==> src/hdl/ffa_pkg.sv <==
// ----------------------------------------------------------------------------
// ffa_pkg: shared types and constants of the first-fit allocator
// Holds status codes, controller states and the controller/datapath structs.
// ----------------------------------------------------------------------------
package ffa_pkg;

  localparam logic [31:0] PageMaskLow  = 32'h0000_0fff;
  localparam logic [31:0] PageMaskHigh = 32'hffff_f000;

  typedef enum logic [1:0] {
    ST_OK      = 2'd0,
    ST_NO_FIT  = 2'd1,
    ST_LOST    = 2'd2,
    ST_UNUSED  = 2'd3
  } status_e;

  typedef enum logic [3:0] {
    S_IDLE,
    S_ASCAN,
    S_AWAIT,
    S_FSCAN,
    S_FWAIT,
    S_FDECIDE,
    S_SHIFT,
    S_SHWAIT,
    S_DONE
  } state_e;

  // Commands from controller to datapath.
  typedef struct packed {
    logic take;        // latch the input word
    logic rd;          // read table at index or, while shifting, its neighbour
    logic idx_clr;     // index := 0
    logic idx_inc;     // index := index + 1
    logic idx_dec;     // index := index - 1
    logic rd_prev;     // read entry index-1 as well (free decision)
    logic a_hit;       // allocate hit at index: update
    logic a_fail;      // allocate miss
    logic f_decide;    // free decision step
    logic sh_step;     // shift step (copy one entry)
    logic sh_end;      // shift done: write final entry of an insert
    logic emit;        // load output register
  } cmd_t;

  // Status from datapath to controller.
  typedef struct packed {
    logic is_free;
    logic at_end;      // index == count
    logic fit;         // read length >= size
    logic gt;          // read start > addr
    logic zero_after;  // length after carve is zero
    logic need_shift;  // decision needs a shift pass
    logic shift_down;  // shift toward lower indexes (remove)
    logic shift_last;  // shift reached its end
  } sts_t;

endpackage

==> src/hdl/ffa_ctrl.sv <==
// ----------------------------------------------------------------------------
// ffa_ctrl: request sequencer of the allocator
// Steps scan, decision and shift passes over the region table.
// ----------------------------------------------------------------------------
module ffa_ctrl (
  input  logic            clk_i,
  input  logic            rst_ni,
  input  logic            in_valid_i,
  output logic            in_ready_o,
  input  logic            out_free_i,
  input  ffa_pkg::sts_t   sts_i,
  output ffa_pkg::cmd_t   cmd_o
);

  ffa_pkg::state_e state_q, state_d;

  always_ff @(posedge clk_i or negedge rst_ni) begin
    if (!rst_ni) begin
      state_q <= ffa_pkg::S_IDLE;
    end else begin
      state_q <= state_d;
    end
  end

  always_comb begin
    state_d = state_q;
    case (state_q)
      ffa_pkg::S_IDLE: begin
        if (in_valid_i) state_d = ffa_pkg::S_FSCAN;
      end
      ffa_pkg::S_FSCAN: begin
        // dispatch on latched mode
        if (sts_i.is_free) begin
          state_d = sts_i.at_end ? ffa_pkg::S_FDECIDE : ffa_pkg::S_FWAIT;
        end else begin
          state_d = sts_i.at_end ? ffa_pkg::S_DONE : ffa_pkg::S_AWAIT;
        end
      end
      ffa_pkg::S_ASCAN: begin
        state_d = sts_i.at_end ? ffa_pkg::S_DONE : ffa_pkg::S_AWAIT;
      end
      ffa_pkg::S_AWAIT: begin
        if (sts_i.fit) begin
          state_d = sts_i.zero_after ? ffa_pkg::S_SHIFT : ffa_pkg::S_DONE;
        end else begin
          state_d = ffa_pkg::S_ASCAN;
        end
      end
      ffa_pkg::S_FWAIT: begin
        state_d = sts_i.gt ? ffa_pkg::S_FDECIDE : ffa_pkg::S_ASCAN;
        if (!sts_i.gt) state_d = ffa_pkg::S_FSCAN;
      end
      ffa_pkg::S_FDECIDE: begin
        state_d = sts_i.need_shift ? ffa_pkg::S_SHIFT : ffa_pkg::S_DONE;
      end
      ffa_pkg::S_SHIFT: begin
        state_d = sts_i.shift_last ? ffa_pkg::S_DONE : ffa_pkg::S_SHWAIT;
      end
      ffa_pkg::S_SHWAIT: state_d = ffa_pkg::S_SHIFT;
      ffa_pkg::S_DONE: begin
        if (out_free_i) state_d = ffa_pkg::S_IDLE;
      end
      default: state_d = ffa_pkg::S_IDLE;
    endcase
  end

  always_comb begin
    cmd_o = '0;
    in_ready_o = 1'b0;
    case (state_q)
      ffa_pkg::S_IDLE: begin
        in_ready_o    = 1'b1;
        cmd_o.take    = in_valid_i;
        cmd_o.idx_clr = in_valid_i;
      end
      ffa_pkg::S_FSCAN, ffa_pkg::S_ASCAN: begin
        cmd_o.rd = !sts_i.at_end;
        if (sts_i.at_end) begin
          if (sts_i.is_free) cmd_o.rd_prev = 1'b1;
          else cmd_o.a_fail = 1'b1;
        end
      end
      ffa_pkg::S_AWAIT: begin
        if (sts_i.fit) cmd_o.a_hit = 1'b1;
        else cmd_o.idx_inc = 1'b1;
      end
      ffa_pkg::S_FWAIT: begin
        if (sts_i.gt) cmd_o.rd_prev = 1'b1;
        else cmd_o.idx_inc = 1'b1;
      end
      ffa_pkg::S_FDECIDE: cmd_o.f_decide = 1'b1;
      ffa_pkg::S_SHIFT: begin
        if (sts_i.shift_last) cmd_o.sh_end = 1'b1;
        else cmd_o.rd = 1'b1;
      end
      ffa_pkg::S_SHWAIT: begin
        cmd_o.sh_step = 1'b1;
        if (sts_i.shift_down) cmd_o.idx_inc = 1'b1;
        else cmd_o.idx_dec = 1'b1;
      end
      ffa_pkg::S_DONE: cmd_o.emit = out_free_i;
      default: cmd_o = '0;
    endcase
  end

endmodule

==> config.mk <==
export PLATFORM = sky130hd
export DESIGN_NAME = ffa_ctrl
export DESIGN_NICKNAME = d
export VERILOG_FILES = /design/src/hdl/ffa_pkg.sv /design/src/hdl/ffa_ctrl.sv
export SDC_FILE = /design/constraint.sdc
export NUM_CORES = 1
export LEC_CHECK = 0
export ABC_AREA = 1
export BUFFER_PORTS_ARGS = -buffer_cell sky130_fd_sc_hd__buf_2
export CAP_MARGIN = 20
export CORE_AREA = 2 2 39 41
export CTS_CLUSTER_SIZE = 12
export DETAILED_ROUTE_END_ITERATION = 7
export DIE_AREA = 0 0 41 43
export HOLD_SLACK_MARGIN = 0.08
export PLACE_DENSITY = 0.63
export SLEW_MARGIN = 20
export SYNTH_ARGS = -nofsm -noshare
export SYNTH_HDL_FRONTEND = slang
export SYNTH_SLANG_ARGS = --single-unit
==> constraint.sdc <==
create_clock -name clk_i -period 1.2 [get_ports clk_i]
set_clock_uncertainty 0.05 [all_clocks]
set_input_delay 0.12 -clock clk_i [delete_from_list [all_inputs] [get_ports clk_i]]
set_output_delay 0.12 -clock clk_i [all_outputs]
set_load 0.03 [all_outputs]
## Word-level counts from Yosys, hierarchy flattened

Cells that the tools add are included.

- Bits in registers: 4
- Latch bits: 0
- Memory bits (writable): 0
- Bits in read-only memories: 0
- Input port bits: 12
- Output and inout bits: 13
- Logic and storage cells: 50
- Memories: 0

- Add/sub/neg operators: 0
- Multiply operators: 0
- Divide/modulo/power cells: 0
- $lt $le $gt $ge: 0
- Equality and inequality tests: 10
- Shift-type cells: 0
- Mux-type cells: 35
- Bitwise logic cells: 0
- Reduce and logical (&&, ||, !) cells: 4

Operator list:

| operator | count |
|---|---|
| 4-bit case mux with 9 select lines | 1 |
| 4-bit 2-to-1 mux | 8 |
| 1-bit 2-to-1 mux | 22 |
| 4-bit by 3-bit == test with 1-bit output (second input constant) | 4 |
| 4-bit by 2-bit == test with 1-bit output (second input constant) | 2 |
| 4-bit by 1-bit == test with 1-bit output (second input constant) | 1 |
| 4-bit == test (second input constant) | 1 |
| 4-bit zero test | 1 |
| 2-bit != test (second input constant) | 2 |
| 1-bit case mux with 2 select lines | 2 |
| 3-bit 2-to-1 mux | 1 |
| 1-bit case mux with 3 select lines | 1 |
| 2-bit AND reduction | 1 |
| 2-bit OR reduction | 1 |
| 1-bit zero test | 1 |

## Logic depth before layout (Yosys ltp)

- Depth in word-level cells: 3
- Mapped depth: 6
- Depth with buffers taken out: 6

## Least setup slack after synthesis

OpenSTA, ideal clock, no wires.

- Kind: register -> output
- From: register state_q[3]
- To: output port cmd_o[10] in the netlist's numbering
- Arrival: 1.481 ns
- Data required time: 1.030 ns
- Path slack: -0.451 ns
- Cell stages (with the launch flop): 5
- Path through: dfrtp_1 nor2_2 buf_6 nand2_1 o21ai_0

RTL lines:

| item | line | source |
|---|---|---|
| from (decl) | ffa_ctrl.sv:15 | `ffa_pkg::state_e state_q, state_d;` |
| from (signal assigned) | ffa_ctrl.sv:19 | `state_q <= ffa_pkg::S_IDLE;` |
| from (signal assigned) | ffa_ctrl.sv:21 | `state_q <= state_d;` |
| to (decl) | ffa_ctrl.sv:12 | `output ffa_pkg::cmd_t cmd_o` |

==> results.toml <==
[clock_network]
clockBufferDepth = 2
clk_latency_ns = 0.24
numCtsBuffers = 3
htree_levels = 1
clock_sinks = 4
cts_root_buffer = "clkbuf_4"
cts_tree = "done"
path_clk_slew_ns = 0.04

[timing]
final_max_slew_viol_count = 0
fin_crit_sh = 1.234
rsz0062_at_grt = "true"
hold_viol = 0
relSlewSlack = 0.8459
min_period_ns = 1.481
finalSetupViolCount = 17
fmax_mhz = 675.0
worstMarginPinSlew_ns = 0.2291
fin_ws_ns = -0.2814

[drt]
vias_per_cell = 4.868
vias = 701
dr.pass1.iters = 4
wl_um = 1716
dr.first_iter.drc_count = 4
post_drt_wl_per_cell_um = 11.92
ant_nets = 0
drc = 0

[setup_path]
cp_common_cell = "nor2_4"
critPathLaunchType = "flip-flop"
startpoint = "state_q[0]"
crit_end = "cmd_o[9]"
slowest_delay_ns = 0.46
cp-end-kind = "primary output"
critPathArrivalTime_ns = 1.31
slowest_stage = "dfrtp_2"
worstPathMaxFanout = 6
r2r_end = "state_q[1]"
worst-setup-path-type = "flip-flop to primary output"
cp.depth = 5
crit_required_ns = 1.03
cpLargestDelayFamily = "flip-flops"
rr_worst_depth = 8
worstReg2RegStart = "state_q[3]"
rrSetupSlack_ns = -0.24
path_cells = "nor2_4 -> buf_4 -> nand2_4 -> nor2_4 -> buf_6"
path_buf_inv = 2

[min_path]
hp-class = "input port to flip-flop"

[global_routing]
grt_pass1_vias = 653
grt_pass1_wl_um = 2622
antenna_found_initial = 0
overflow = 0
grt_use_total = 0.2214
grt_max_degree = 7

[yosys]
synth_top_area_frac = 0.2151
synth_cell_types = 18
synth_warnings = 0
synth-seq-area-share = 0.2151
synth_top_area_cell = "dfrtp_1"
synth.area.top_cells = "dfrtp_1 (22%), nand3_1 (14%), nand2_1 (13%)"
synth-seq-cells = 4
synthesis.area_um2 = 465.4
netlist_instances = 79
synth_nets = 91
syn_avg_cell_area_um2 = 5.892

[floorplan]
io_pins = 25
core-area_um2 = 1384
die_w_um = 41
die_height_um = 43
start_util = 0.3363
die_area_um2 = 1763
num_rows = 14

[finish]
diodes = 0
layout_commonest_cell = "buf_4"
area_growth_pct = 119.4
fin_nets = 141
final_cells = 144
final_util = 0.7378
reg_top3 = "state_q x4"
final_cell_mix = "buf_4 (19), buf_6 (16), buf_2 (11)"
max_flop_register = "state_q"
largest_reg_flops = 4
n_fill_cell = 100
drive_gt1_frac = 0.6641

[flow_run]
maxCapViolCount = 0

[placement]
place.gp.congestion = 0.9069
io_buffers = 24
dp_hpwl_um = 1153
detailedPlace.worstSlack_ns = -0.09679
place_inst = 127

[pwr]
powerDensity_nw_per_um2 = 2227
p_leak_uw = 0.0005286
peakVddDrop_mv = 1.228

[outcome]
violations = "negative setup slack"
outcome = "complete, but fails checks"
[worst min-delay path: stages]
cell	delay, ns
buf_2	0.11
o21ai_2	0.07
nor2_1	0.07
[Yosys cell counts]
| cell | n |
|---|---|
| a21oi_2 | 1 |
| buf_4 | 1 |
| buf_6 | 1 |
| dfrtp_1 | 4 |
| inv_1 | 8 |
| inv_2 | 4 |
| nand2_1 | 16 |
| nand3_1 | 13 |
| nand3b_1 | 3 |
| nand4_1 | 1 |
| nor2_1 | 13 |
| nor2_2 | 3 |
| nor2_4 | 2 |
| nor3_1 | 2 |
| nor4_1 | 1 |
| o21ai_0 | 2 |
| o21ai_1 | 3 |
| o31ai_1 | 1 |
[power breakdown]
group	total, µW	switching, µW	internal, µW
Combinational	1790	952	840
Clock	183	58.0	125
Sequential	299	99.7	200
Total	2270	1110	1160
[stage by stage]
stage                     total power [µW]  area (µm²)  TNS (ns)  hold slack [ns]
after floorplan                       1174       563.0   -0.2968          -0.2256
after global placement                1534       755.7   -0.6102          -0.1252
after detailed placement              1540       755.7   -0.7144          -0.1233
after CTS                             2036       940.9    -3.568           0.1380
after global routing                  2420        1021    -4.931           0.1562
final                                 2274        1021    -3.806           0.1290
[area by class of cell]
class,instances,area [µm²],share of cell area
well taps,16,20.02,0.01961
flip-flops and latches,4,103.9,0.1017
clock buffers,4,26.28,0.02574
repair buffers,47,387.9,0.3799
multi-input cells,61,437.9,0.4289
inverters,12,45.04,0.04412
[per-layer routing]
metal	global-route usage	wire, µm
met1	0.2632	746
met2	0.3500	877
met3	0.06806	83
met4	0.09333	8
met5	0	0
[worst min-delay path by stage]
stage                     slack (ns)  depth (start not counted)        from          to
final                           0.13                          3  in_valid_i  state_q[0]
after global routing            0.16                          3  in_valid_i  state_q[0]
after CTS                       0.14                          3  in_valid_i  state_q[1]
after detailed placement       -0.12                          1      rst_ni  state_q[2]
after global placement         -0.13                          1      rst_ni  state_q[2]
after floorplan                -0.23                          0      rst_ni  state_q[0]
[what timing repair did]
item,CTS,global route
setup buffers,7,5
endpoints found under the setup margin,17,17
gates resized for setup,30,10
hold endpoints to repair,4,0
hold buffers,1,0
pin swaps,6,9
[kinds of logic (layout without fill, tap and decap cells)]
group	count (synthesis)	after routing	share of synthesized area
and+or+nand+nor	54	54	0.5592
buffers and inverters	14	63	0.1371
DFF	4	4	0.2151
AOI/OAI and AO/OA	7	7	0.08871
(Power assumes the default switching activity.)
